<file path="config.mk">
export PLATFORM = sky130hd
export DESIGN_NAME = ats_ram
export DESIGN_NICKNAME = d
export VERILOG_FILES = /design/src/rtl/core/ats_ram.sv
export SDC_FILE = /design/constraint.sdc
export NUM_CORES = 2
export LEC_CHECK = 0
export ABC_AREA = 1
export BUFFER_PORTS_ARGS = -buffer_cell sky130_fd_sc_hd__buf_2
export CORE_MARGIN = 8
export CORE_UTILIZATION = 43
export CTS_BUF_LIST = sky130_fd_sc_hd__clkbuf_2 sky130_fd_sc_hd__clkbuf_4 sky130_fd_sc_hd__clkbuf_8
export CTS_CLUSTER_SIZE = 14
export DETAILED_ROUTE_END_ITERATION = 12
export PLACE_DENSITY = 0.67
export SYNTH_ARGS = -nofsm -noshare
export SYNTH_HDL_FRONTEND = slang
export SYNTH_SLANG_ARGS = --single-unit
</file>
<file path="constraint.sdc">
create_clock -name clk -period 5.2 [get_ports clk]
set_clock_uncertainty 0.2 [all_clocks]
set_input_delay 1.04 -clock clk [delete_from_list [all_inputs] [get_ports clk]]
set_output_delay 1.04 -clock clk [all_outputs]
set_load 0.01 [all_outputs]
</file>
<file path="src/rtl/core/ats_ram.sv">
`default_nettype none
// ----------------------------------------------------------------------------
// ats_ram
// Generic single-write, single-read RAM with registered read data.
// ----------------------------------------------------------------------------
module ats_ram #(
	parameter int WIDTH = 8,
	parameter int DEPTH = 256
) (
	input  wire logic                     clk,
	input  wire logic                     we,
	input  wire logic [$clog2(DEPTH)-1:0] waddr,
	input  wire logic [WIDTH-1:0]         wdata,
	input  wire logic [$clog2(DEPTH)-1:0] raddr,
	output logic      [WIDTH-1:0]         rdata
);
	logic [WIDTH-1:0] mem [DEPTH];

	always_ff @(posedge clk) begin
		if (we) begin
			mem[waddr] <= wdata;
		end
		rdata <= mem[raddr];
	end
endmodule
`default_nettype wire

</file>
Word-level counts from Yosys, hierarchy flattened. Memory sizes are Yosys's and may differ from the RTL's. A register that Yosys moved wholly into a read port is not among the register bits. Cells that the tools add are included.

Muxes and demuxes: 2.

Operators by type and width (count): 1-bit two-way mux (2).

Register bits after elaboration: 0. Memory bits (writable): 2048. Output and inout port bits: 8. Memories kept: 1.

Memory list: mem (words 256, bits a word 8, read ports 1, clocked after Yosys merged registers in 1, write ports 1, RTL line 17) `logic [WIDTH-1:0] mem [DEPTH];`.

Longest topological paths before layout.
Depth after elaboration: 2. Depth in mapped cells: 15. Mapped depth without buffers: 11.

Worst setup path after synthesis. No wires, ideal clock.

Path kind: input to register. Start point: in we. End point: mem mem[162][0] (enable). Data arrival time: 2.161 ns. Data required time: 4.630 ns. Path slack: 2.469 ns. Cell stages on the path: 4. Path through: clkbuf_1 > nand3_1 > clkbuf_1 > nor2_1.

Longest elaborated chain between the ends: 2.

RTL lines: start, declared (RTL line 11) `input wire logic we,`; 1-bit two-way mux (RTL line 20) `if (we) begin`; 1-bit two-way mux (implied by the code) (RTL line 21) `mem[waddr] <= wdata;`; end, declared (RTL line 17).

No other way between the ends.

==> summary.md <==
| Metric | Value |
|---|---|
| Io pins | `34` |
| Placer Congestion | `0.870` |
| Fraction of layout cells with a size suffix above 1 | `0.0904` |
| Register Area | `61,700 µm²` |
| Gate count of the mapped netlist | `about 7,000` |
| Placed Area | `85,800 µm²` |
| Dpl ws | `955 ps` |
| DRT antenna net count | `0` |
| Start point of the worst hold path | `raddr[7]` |
| H-tree depth | `5` |
| Global-route wire length before repair | `337,000 µm` |
| Clock Latency Late Sink | `between 1000 and 1500 ps` |
| Row count | `161` |
| CP arrival | `4020 ps` |
| Vias in the first global route | `53,100` |
| CTS clk-pin slew, worst paths | `60 ps` |
| Post-CTS Repair Setup Buffers | `0` |
| GRT overflow | `0` |
| Hold/Removal Path Class | `input port to flop` |
| Int Pwr | `26.1 mW` |
| Final nets | `7,048` |
| Relative slew slack | `0.194` |
| Launch point of the worst reg-to-reg path | `mem[177][6]` |
| Clock Power Share | `0.399` |
| Total negative slack | `0 ps` |
| Peak supply drop | `0.000289 V` |
| Period minus WS final | `3270 ps` |
| Critical path endpoint category | `flop` |
| Synth-to-layout area growth | `10.5%` |
| Fill cells | `roughly 17,000` |
| Switching part of the total power | `0.232` |
| Setup WS post-layout | `1930 ps` |
| Post-Syn Area | `83,400 µm²` |
| GR Util All Layers | `0.209` |
| Resized Gates After CTS | `0` |
| WL per Instance | `23.2 µm` |
| PD cells | `368 nW/µm²` |
| Critical Path Start Type | `input port` |
| Status | `completed` |
| Combinational Power Share | `0.061` |
| DP HPWL | `~130,000 µm` |
| CTS tree | `built` |
| Slew of the pin with the lowest slew margin | `1210 ps` |
| Core Area | `a little under 200,000 µm²` |
| Hold Buf Count CTS | `0` |
| Hold Vio Cnt, Final | `0` |
| Unrepaired setup endpoints after global routing | `false` |
| Avg Inst Size Synth | `around 12 µm²` |
| Crit path kind | `input port to flop` |
| #FFs+latches synth | `2,056` |
| Vias | `55,400` |
| Worst Setup SP | `raddr[0]` |
| Seq/Total Area, Yosys | `0.739` |
| Drt pass-1 iters | `6` |
| P_leak | `31.8 nW` |
| Die area | `208,000 µm²` |
| Design Area, Final | `92,100 µm²` |
| Drc violations | `0` |
| Multi-input logic area | `19,100 µm²` |
| IO buf count | `33` |
| Slew Limit Fails | `0` |
| Switching pwr | `7.86 mW` |
| Clock Path Buffers | `4` |
| Horiz. Die Dim | `456 µm` |
| Flop pwr share | `0.539` |
| CP max FO | `148` |
| Yosys warns | `0` |
| Initial Util | `0.433` |
| Worst Path Required | `about 6000 ps` |
| Final WL | `227,000 µm` |
| Num CTS Buffers | `342` |
| Die Y | `456 µm` |
| Clk root buf | `clkbuf_8` |
| Initial antenna violation count | `10` |
| Power Total | `33.9 mW` |
| DR vias/cell | `5.66` |
| Num Clock Sinks | `approximately 2,100` |
| Peak Freq | `between 300 and 400 MHz` |
| Syn nets | `roughly 7,000` |
| Final Setup Violations | `0` |
| Period utilization | `0.628` |
| Number of max-cap violations | `0` |
| Pin count of the biggest net entering global routing | `about 220` |
| Initial DRC Count | `6,809` |
| Post-synthesis cell type count | `14` |
[worst paths after layout]
check              to  slack [ps]  cells after the start
max          rdata[6]        1930                     13
min          rdata[5]         210                      3
max reg2reg  rdata[6]        3050                     10
min reg2reg  rdata[1]         810                     10
[layout make-up]
class                      count  share of cell area
inverter                      39             0.00196
clock buffer                 444              0.0602
sequential                  2056               0.669
tap                         2526              0.0343
clock inverter               126             0.00822
antenna                        6            0.000163
multi-input combinational   4425               0.208
timing repair buffer         158              0.0182
[flip-flops by register name, summed over array words and instances, names as in the netlist]
signal,count
mem,2048
rdata,8
[worst max-delay path: stages]
cell	delay, ps
buf_8	200
inv_16	460
buf_4	630
nand2_1	120
nand3_1	140
nand3_1	110
nand3_1	130
nand3_1	140
nand3_1	320
nand3_1	240
nand2_1	140
nand2_1	100
nand2_1	90
[synthesized netlist by cell type, drive strengths merged]
cell type,count,share of area
nor2,283,0.013
inv,39,0.0018
nand2,2123,0.096
dfxtp,8,0.0019
nand3,2019,0.12
clkbuf,112,0.0050
buf,371,0.024
edfxtp,2048,0.74
[cells by family after synthesis]
group	synth area share
and+or+nand+nor	0.229
DFF	0.739
buffers and inverters	0.0312
[power by group through the flow]
stage               Clock [mW]  Combinational, mW  Sequential [mW]
global route              14.4               2.22             18.3
finish                    13.5               2.08             18.3
detailed placement           0               2.05             18.6
global placement             0               2.03             18.6
CTS                       13.7               2.06             18.3
floorplan                    0               1.13             18.6
[cells in the final DEF, fill, tap and decap left out]
master | Yosys | final
inv_6 | 0 | 2
inv_16 | 0 | 1
clkbuf_8 | 0 | 353
nor2_1 | 283 | 283
inv_2 | 2 | 1
inv_1 | 36 | 33
dfxtp_1 | 8 | 8
buf_8 | 1 | 11
clkbuf_4 | 0 | 91
edfxtp_1 | 2048 | 2048
buf_4 | 46 | 89
inv_4 | 1 | 1
nand2_1 | 2123 | 2123
nand3_1 | 2019 | 2019
diode_2 | 0 | 6
buf_2 | 268 | 21
clkinv_1 | 0 | 79
clkinv_2 | 0 | 33
buf_12 | 0 | 37
bufinv_16 | 0 | 8
clkinvlp_4 | 0 | 4
inv_8 | 0 | 3
[metal layers]
metal	global-route usage	vias up	wire (µm)
li1	-	24900	-
met1	0.279	26900	88600
met2	0.329	2975	105000
met3	0.0407	541	21700
met4	0.101	0	11100
met5	0	-	0
[metrics by stage]
stage	std cells	util	hold WS, ps
after global routing	9775	0.478	159
after floorplan	7003	-	635
after global placement	9204	0.446	793
after detailed placement	9204	0.446	783
final	9780	0.478	211
after CTS	9774	0.478	109
Power figures use the tool's default switching activity.
