### config.mk
export PLATFORM = sky130hd
export DESIGN_NAME = ats_div
export DESIGN_NICKNAME = d
export VERILOG_FILES = /design/src/rtl/core/ats_pkg.sv /design/src/rtl/core/ats_div.sv
export SDC_FILE = /design/constraint.sdc
export NUM_CORES = 1
export LEC_CHECK = 0
export ABC_AREA = 1
export BUFFER_PORTS_ARGS = -buffer_cell sky130_fd_sc_hd__buf_2
export CAP_MARGIN = 20
export CORE_AREA = 2 2 130 158
export DETAILED_ROUTE_END_ITERATION = 6
export DIE_AREA = 0 0 132 160
export PLACE_DENSITY_LB_ADDON = 0.1
export SKIP_LAST_GASP = 1
export SLEW_MARGIN = 0
export SYNTH_ARGS = -nofsm -noshare
export SYNTH_HDL_FRONTEND = slang
export SYNTH_SLANG_ARGS = --single-unit
### constraint.sdc
create_clock -name clk -period 4.5 [get_ports clk]
set_clock_uncertainty 0.1 [all_clocks]
set_input_delay 0.675 -clock clk [delete_from_list [all_inputs] [get_ports clk]]
set_output_delay 0.675 -clock clk [all_outputs]
set_load 0.005 [all_outputs]
### src/rtl/core/ats_pkg.sv
`default_nettype none
// ----------------------------------------------------------------------------
// ats_pkg
// Shared types and constants of the alias-table sampler: field widths,
// fixed-point constants, command and status codes, sequencer states.
// ----------------------------------------------------------------------------
package ats_pkg;

	// Field widths
	localparam int WEIGHT_W = 16;
	localparam int IDX_W    = 8;
	localparam int PROB_W   = 25;
	localparam int FRAC_W   = 24;

	// Fixed point: FRAC_W fraction bits, quotients reach one
	localparam int QW = FRAC_W + 1;
	localparam logic [QW-1:0]     ONE_FX   = QW'(1) << FRAC_W;
	localparam logic [FRAC_W-1:0] FRAC_MAX = '1;

	// Commands
	typedef enum logic [0:0] {
		CMD_LOAD   = 1'b0,
		CMD_SAMPLE = 1'b1
	} cmd_t;

	// Result status
	typedef enum logic [0:0] {
		STATUS_OK  = 1'b0,
		STATUS_ERR = 1'b1
	} status_t;

	// Sequencer states
	typedef enum logic [3:0] {
		ST_IDLE,
		ST_B_RD,
		ST_B_DIVGO,
		ST_B_DIVW,
		ST_B_PUSH,
		ST_P_RD,
		ST_P_WR,
		ST_L_OV,
		ST_L_UN,
		ST_S_OFF,
		ST_S_THR,
		ST_S_DIVW,
		ST_S_WAIT,
		ST_S_RESP
	} st_t;

endpackage
`default_nettype wire

### src/rtl/core/ats_div.sv
`default_nettype none
// ----------------------------------------------------------------------------
// ats_div
// Restoring divider: floor(num * 2^FRAC_W / den) for num <= den, one
// quotient bit per cycle; done pulses for one cycle once the quotient is complete.
// ----------------------------------------------------------------------------
module ats_div
	import ats_pkg::*;
#(
	parameter int DW = 25
) (
	input  wire logic          clk,
	input  wire logic          arst_n,
	input  wire logic          start,
	input  wire logic [DW-1:0] num,
	input  wire logic [DW-1:0] den,
	output logic               done,
	output logic [QW-1:0]      quot
);
	localparam int SW = $clog2(QW + 1);

	logic [DW:0]   rem_q;
	logic [DW-1:0] den_q;
	logic [QW-1:0] quot_q;
	logic [SW-1:0] step_q;
	logic          run_q;
	logic          done_q;
	logic [DW:0]   trial;
	logic          ge;

	// first step has no shift since num <= den
	assign trial = (step_q == '0) ? rem_q : {rem_q[DW-1:0], 1'b0};
	assign ge    = trial >= {1'b0, den_q};

	always_ff @(posedge clk or negedge arst_n) begin
		if (!arst_n) begin
			run_q  <= 1'b0;
			done_q <= 1'b0;
			step_q <= '0;
		end else begin
			done_q <= 1'b0;
			if (start) begin
				run_q  <= 1'b1;
				step_q <= '0;
			end else if (run_q) begin
				if (step_q == SW'(QW - 1)) begin
					run_q  <= 1'b0;
					done_q <= 1'b1;
				end
				step_q <= step_q + 1'b1;
			end
		end
	end

	// datapath
	always_ff @(posedge clk) begin
		if (start) begin
			rem_q  <= {1'b0, num};
			den_q  <= den;
			quot_q <= '0;
		end else if (run_q) begin
			rem_q  <= ge ? (trial - {1'b0, den_q}) : trial;
			quot_q <= {quot_q[QW-2:0], ge};
		end
	end

	assign done = done_q;
	assign quot = quot_q;
endmodule
`default_nettype wire

## After elaboration in Yosys (flattened, before gate mapping)

Cells that the tools add are included.

| word-level totals | value |
|---|---|
| input bits | 53 |
| bits in read-only memories | 0 |
| memory bits (writable) | 0 |
| logic and storage cells | 25 |
| memories kept | 0 |
| output and inout bits | 26 |
| bits in latches | 0 |
| register bits after elaboration | 83 |

| operators by class | value |
|---|---|
| add/sub/neg operators | 2 |
| divide/modulo/power cells | 0 |
| shift-type cells | 0 |
| equality and inequality tests | 1 |
| $mul | 0 |
| bitwise operators | 0 |
| reductions and logical operators | 2 |
| order comparisons | 1 |
| muxes and demuxes | 12 |

Operators by type and width:

| cell | number |
|---|---|
| 2-to-1 mux 26 bit | 2 |
| 2-to-1 mux 25 bit | 2 |
| >= comparator 26 x 25 -> 1 bit | 1 |
| subtractor 26 x 25 -> 26 bit | 1 |
| 2-to-1 mux 5 bit | 2 |
| 2-to-1 mux 1 bit | 6 |
| adder 5 x 1 -> 5 bit (second input constant) | 1 |
| == test 5 bit (second input constant) | 1 |
| zero test 5 bit | 1 |
| nonzero test 2 bit | 1 |

## Depth between registers and ports, before layout

Gate-level depths: netlist of the first run.

| depth | value |
|---|---|
| word-level depth | 6 |
| gate-level depth with buffers | 24 |
| depth with buffers taken out | 22 |

## Worst setup path after synthesis of the first run

OpenSTA, ideal clock, no wires.

| timing path | value |
|---|---|
| kind | reg-to-reg |
| from | register step_q[0] |
| to | register rem_q[12] (data pin) |
| buffers on the path | 3 |
| setup slack | 1,342 ps |
| cell stages (with the launch flop) | 22 |
| required time | 4,146 ps |
| setup time | 254 ps |
| clock period less this slack | 3,158 ps |
| arrival time | 2,805 ps |
| cell sequence | dfrtp_1 > inv_1 > ha_1 > inv_1 > nor2_2 > nand2_2 > clkbuf_1 > buf_2 > nand2_1 > o21ai_0 > ha_1 > nand2_2 > inv_2 > a21oi_2 > nor2_1 > nor2_1 > nor2_2 > nor2_8 > buf_2 > nand4_1 > nand3_1 > nand2_1 |

| between the ends | value |
|---|---|
| word-level cells in the longest chain between the ends | 6 |
| elaborated cells on any way between the ends | 7 |
| those cells by class | 1 x add/sub; 1 x order compare; 4 x mux; 1 x reduce/logical |

RTL lines:

| what | line | text |
|---|---|---|
| start: declaration | ats_div.sv:25 | `logic [SW-1:0] step_q;` |
| start signal: assignment | ats_div.sv:50 | `step_q <= step_q + 1'b1;` |
| zero test 5 bit (*) | ats_div.sv:32 | `assign trial = (step_q == '0) ? rem_q : {rem_q[DW-1:0], 1'b0};` |
| 2-to-1 mux 26 bit (*) | ats_div.sv:32 |  |
| subtractor 26 x 25 -> 26 bit / >= comparator 26 x 25 -> 1 bit (equally long branches) | ats_div.sv:62, ats_div.sv:33 |  |
| 2-to-1 mux 26 bit (*) | ats_div.sv:62 | `rem_q <= ge ? (trial - {1'b0, den_q}) : trial;` |
| 2-to-1 mux 25 bit (*) | ats_div.sv:61 | `end else if (run_q) begin` |
| 2-to-1 mux 25 bit (*) | ats_div.sv:57 | `if (start) begin` |
| end signal: assignment | ats_div.sv:58 | `rem_q <= {1'b0, num};` |
| end signal: assignment | ats_div.sv:62 |  |
| end: declaration | ats_div.sv:22 | `logic [DW:0] rem_q;` |

Every way passes the cells marked *; elsewhere a longest branch is shown, timed or not. The select of a mux whose other input is x is not followed.
A chain may end at the register's enable or synchronous reset.

## Worst setup path in the final report of the first run

| timing path | value |
|---|---|
| from | register step_q[0] |
| to | register rem_q[17] (data pin) |

Same word-level chain as after synthesis.

==> flow_metrics.env, run 1 <==
export IMPL_hold_viol=0
export IMPL_area_growth_pct=17.21
export IMPL_hp_class="in -> async"
export IMPL_arrival_ps=3980
export IMPL_critPathRequiredTime_ps=4510
export IMPL_synth_distinct_cells=34
export IMPL_critPathCaptureType="flop"
export IMPL_max_cap_violations=0
export IMPL_initial_core_util_pct=29.33
export IMPL_dieArea_sq_um=21120
export IMPL_syn_area_sq_um=5794
export IMPL_final_cell_mix="283 x nand2_1, 190 x inv_1, 78 x buf_2"
export IMPL_final_common_cell="nand2_1"
export IMPL_yosysSeqAreaShare_pct=37.92
export IMPL_grt_pass1_wl_microns=28020
export IMPL_cts_hold_buf=0
export IMPL_ios=79
export IMPL_drc=0
export IMPL_gp_congestion=0.8636
export IMPL_synth_edf_count=50
export IMPL_synth_net_count=928
export IMPL_comb_power_share_pct=53.3
export IMPL_total_power_mw=3.914
export IMPL_hpwl_microns=12460
export IMPL_rsz0062_at_grt="false"
export IMPL_antennaDiodeCount=0
export IMPL_p_clk_share_pct=19.8
export IMPL_die_w_microns=132
export IMPL_final_core_util_pct=34.38
export IMPL_synth_ff_latch_count=83
export IMPL_fillers=2201
export IMPL_grt_ovfl_total=0
export IMPL_fmax_mhz=252.2
export IMPL_worstMarginPinSlew_ps=735.4
export IMPL_syn_area_per_cell_sq_um=6.841
export IMPL_routed_via_count=5311
export IMPL_synth_main_ff_cell="edfxtp_1"
export IMPL_netSwitchingPower_mw=1.795
export IMPL_ant_nets=0
export IMPL_clk_path_buf_depth=2
export IMPL_power_internal_mw=2.119
export IMPL_yosysWarnings=0
export IMPL_grt_pass1_vias=5659
export IMPL_setup_ws_ps=534.3
export IMPL_drt_iter0_markers=211
export IMPL_preCtsSetupSlack_ps=492.5
export IMPL_grt_usage_pct=16.63
export IMPL_cts_sinks=83
export IMPL_period_share_pct=88.13
export IMPL_nets=1003
export IMPL_drv_slew=0
export IMPL_peakVddDrop_v=0.0002007
export IMPL_dieHeight_microns=160
export IMPL_setup_tns_ps=0
export IMPL_fin_hold_ws_ps=39.13
export IMPL_grt_antenna_before_repair=1
export IMPL_outcome="finished, final reports clean"
export IMPL_path_max_fanout=27
export IMPL_via_per_inst=4.456
export IMPL_core_sq_um=19760
export IMPL_crit_type="reg -> reg"
export IMPL_finalSetupViolCount=0
export IMPL_grt_max_degree=53
export IMPL_critPathLaunchType="flop"
export IMPL_rows=57
export IMPL_insertion_delay_ps=360
export IMPL_clockRootBuffer="clkbuf_16"
export IMPL_p_leak_nw=3.574
export IMPL_path_clk_slew_ps=80
export IMPL_post_drt_wl_per_cell_microns=13.84
export IMPL_cts_tree="yes"
export IMPL_post_cts_resized=0
export IMPL_port_buffers=78
export IMPL_switching_share_pct=45.86
export IMPL_first_pass_iters=5
export IMPL_cts_setup_buffers=0
export IMPL_wl_microns=16500
export IMPL_cts_buffers=9
export IMPL_drive_gt1_share_pct=13.16
export IMPL_syn_inst=847
export IMPL_slew_headroom_pct=50.92
export IMPL_htree_levels=3
export IMPL_seq_power_share_pct=26.9
export IMPL_period_minus_slack_ps=3966
export IMPL_synthArstFlopShare_pct=8.434
export IMPL_power_density_nw_per_um2=576.4
-- flip-flops by register name, indices dropped and copies added, names as in the netlist --
signal	cells
step_q	5
quot	25
den_q	25
rem_q	26
done	1
run_q	1
-- worst max-delay path, cell delays in order (launching register included) --
cell	delay (ps)
dfrtp_1	410
inv_1	80
ha_1	160
inv_1	50
nor2_2	130
nand2_2	290
buf_12	270
nand2_1	50
o21ai_0	120
ha_1	380
nand2_1	150
nor2_1	200
inv_1	80
nor2_1	160
nor2_1	100
nor2_2	220
nor2_8	80
nand3_4	60
buf_4	340
nand2_1	110
nand3_1	80
nand2_1	50
-- final cells by class --
cell class                      instances  area [sq um]  share of cell area [%]
Multi-Input combinational cell        547          2759                   40.62
Sequential cell                        83          2197                   32.35
Inverter                              193         724.4                   10.67
Timing Repair Buffer                   88         478.0                   7.038
Tap cell                              265         331.6                   4.882
Clock buffer                            9         225.2                   3.316
Clock inverter                          7         76.32                   1.124
-- layer usage --
layer	part of all wire, %	up-vias	track usage [%]
met5	0	-	0
met4	2.1	0	5.287
met3	3.8	20	3.397
met2	49	98	29.12
met1	45	2381	20.41
li1	-	2812	-
-- power groups by stage --
| stage | Clock, mW | Combinational, mW | Sequential [mW] |
|---|---|---|---|
| 2_1_floorplan | 0 | 1.59 | 1.05 |
| 3_3_place_gp | 0 | 2.12 | 1.07 |
| 3_5_place_dp | 0 | 2.11 | 1.07 |
| 4_1_cts | 0.803 | 2.11 | 1.06 |
| 5_1_grt | 0.833 | 2.44 | 1.07 |
| 6_report | 0.775 | 2.09 | 1.05 |
-- cells in the mapped netlist (13+ instances only) --
library cell / number / share of area (%)
nand2_1: 283 / 18
inv_1: 190 / 12
edfxtp_1: 50 / 26
nand3_1: 48 / 4.1
nand4_1: 38 / 4.1
nor2_1: 35 / 2.3
o21ai_0: 32 / 2.8
ha_1: 27 / 5.8
dfxtp_1: 26 / 9.0
o22ai_1: 23 / 2.5
a21oi_1: 17 / 1.5
clkbuf_1: 13 / 0.84
-- through the flow --
stage / std cells / area, sq um
after floorplan: 847 / 5794
after global placement: 1176 / 6490
after detailed placement: 1176 / 6490
after CTS: 1192 / 6792
after global routing: 1192 / 6792
final: 1192 / 6792
-- worst paths after layout --
check	startpoint	to	slack, ps	depth (start not counted)
worst max-delay path	step_q[0]	rem_q[17]	530	21
worst min-delay path	arst_n	done	40	1
worst max register to register	step_q[0]	rem_q[17]	530	21
worst min register to register	rem_q[25]	rem_q[25]	360	2
max in group asynchronous	arst_n	step_q[3]	4090	1
min in group clk	rem_q[25]	rem_q[25]	360	2
-- cell families after synthesis --
family / count (synthesis) / share of synthesized area (%)
and+or+nand+nor: 432 / 32.48
adders and majority gates: 28 / 6.176
AOI/OAI and AO/OA: 74 / 6.996
xor gates and xnor gates: 13 / 1.965
DFF: 83 / 37.92
buffers and inverters: 217 / 14.47
Note: power is estimated with default switching activity, not from simulation.
==> inputs of run 2 (changes only) <==
Settings changed: CORE_AREA 2 2 130 158 to 2 2 94 114, DIE_AREA 0 0 132 160 to 0 0 96 116, TNS_END_PERCENT from default to 5.
==> flow_metrics.env, run 2 (synthesized netlist as in run 1, its figures left out) <==
export IMPL_fmax_mhz=248.6
export IMPL_rsz0062_at_grt="false"
export IMPL_first_pass_iters=5
export IMPL_grt_pass1_wl_microns=24180
export IMPL_drv_slew=0
export IMPL_drc=0
export IMPL_dieHeight_microns=116
export IMPL_top_register="rem_q"
export IMPL_hpwl_microns=10960
export IMPL_peakVddDrop_v=0.0003145
export IMPL_power_density_nw_per_um2=586.8
export IMPL_via_per_inst=5.128
export IMPL_grtUsageMet2_pct=49.72
export IMPL_startpoint="step_q[1]"
export IMPL_ios=79
export IMPL_die_w_microns=96
export IMPL_nets=999
export IMPL_grt_ovfl_total=0
export IMPL_regArea_sq_um=2197
export IMPL_grt_usage_pct=27.82
export IMPL_critPathCaptureType="flop"
export IMPL_post_cts_resized=0
export IMPL_worstMarginPinSlew_ps=1072
export IMPL_outcome="finished, final reports clean"
export IMPL_drt_iter0_markers=310
export IMPL_initial_core_util_pct=58.18
export IMPL_grt_max_degree=35
export IMPL_final_core_util_pct=66.06
export IMPL_hold_viol=0
export IMPL_insertion_delay_ps=340
export IMPL_routed_via_count=5379
export IMPL_use_met3_pct=5.332
export IMPL_slew_headroom_pct=28.43
export IMPL_cts_buffers=9
export IMPL_antennaDiodeCount=0
export IMPL_path_clk_slew_ps=70
export IMPL_hp_class="in -> async"
export IMPL_multi_input_area_sq_um=2759
export IMPL_cts_setup_buffers=0
export IMPL_period_minus_slack_ps=4023
export IMPL_drive_gt1_share_pct=12.68
export IMPL_largest_reg_flops=26
export IMPL_path_max_fanout=27
export IMPL_htree_levels=3
export IMPL_finalSetupViolCount=0
export IMPL_grt_pass1_vias=5403
export IMPL_critPathRequiredTime_ps=4490
export IMPL_port_buffers=78
export IMPL_total_power_mw=3.860
export IMPL_reg2reg_depth=19
export IMPL_cts_tree="yes"
export IMPL_gp_congestion=0.9906
export IMPL_setup_tns_ps=0
export IMPL_busiest_layer="met2"
export IMPL_final_cell_mix="283 x nand2_1, 190 x inv_1, 78 x buf_2"
export IMPL_clk_path_buf_depth=2
export IMPL_fillers=953
export IMPL_core_sq_um=9960
export IMPL_ant_nets=0
export IMPL_wl_microns=14610
export IMPL_cts_sinks=83
export IMPL_clockRootBuffer="clkbuf_16"
export IMPL_dieArea_sq_um=11140
export IMPL_max_cap_violations=0
export IMPL_critPathLaunchType="flop"
export IMPL_p_leak_nw=3.555
export IMPL_grt_antenna_before_repair=0
export IMPL_post_drt_wl_per_cell_microns=13.93
export IMPL_r2r_start="step_q[1]"
export IMPL_final_common_cell="nand2_1"
export IMPL_grtUsageMet1_pct=32.89
export IMPL_crit_type="reg -> reg"
export IMPL_rows=40
export IMPL_arrival_ps=4010
export IMPL_cts_hold_buf=0
export IMPL_area_growth_pct=13.54
export IMPL_period_share_pct=89.39
-- run 2: cell types whose count changed in the layout (fill, tap and decap cells not counted), sizes merged --
cell,before,now
clkinv,3,1
clkbuf,9,11
buf,88,84
-- run 2: routing by layer --
layer	share of wire, %	wire length [microns]
met5	0	0
met4	1.9	272
met3	4.6	677
met2	50	7350
met1	43	6309
-- run 2: final timing paths --
check                             to  slack, ps
max in group asynchronous  step_q[4]       4090
min in group clk           rem_q[25]        370
min reg2reg                rem_q[25]        370
max reg2reg                rem_q[18]        480
min                        step_q[0]         50
max                        rem_q[18]        480
-- run 2: report_power, final --
| group | switching, mW | total, mW | internal [mW] |
|---|---|---|---|
| logic | 1.33 | 2.06 | 0.729 |
| registers | 0.0726 | 1.05 | 0.982 |
| clock network | 0.327 | 0.742 | 0.415 |
| total | 1.73 | 3.86 | 2.13 |
-- run 2: metrics by stage --
step	cell area [sq um]	setup slack, ps	hold slack, ps	cells
2_1_floorplan	5794	1342	279.4	847
3_3_place_gp	6286	655.0	336.0	1033
3_5_place_dp	6286	536.6	346.4	1033
4_1_cts	6579	502.0	52.80	1049
5_1_grt	6579	148.0	59.73	1049
6_report	6579	477.3	51.45	1049
-- run 2: worst max-delay path, cell delays in order, from the launching register on --
cell,delay (ps)
dfrtp_1,380
inv_1,100
ha_1,170
inv_1,60
nor2_2,130
nand2_2,270
buf_12,260
o21ai_0,250
inv_1,130
fa_1,470
inv_1,130
nand3_1,100
nand3_2,120
nand2_1,90
inv_1,80
nand2_2,230
nand3_4,410
nand2_1,90
nand3_1,90
nand2_1,90
-- run 2: layout make-up --
cell class | instances | area share (%)
Timing Repair Buffer | 84 | 6.809
Inverter | 193 | 11.01
Clock buffer | 11 | 3.861
Sequential cell | 83 | 33.40
Tap cell | 126 | 2.396
Multi-Input combinational cell | 547 | 41.94
Clock inverter | 5 | 0.5896
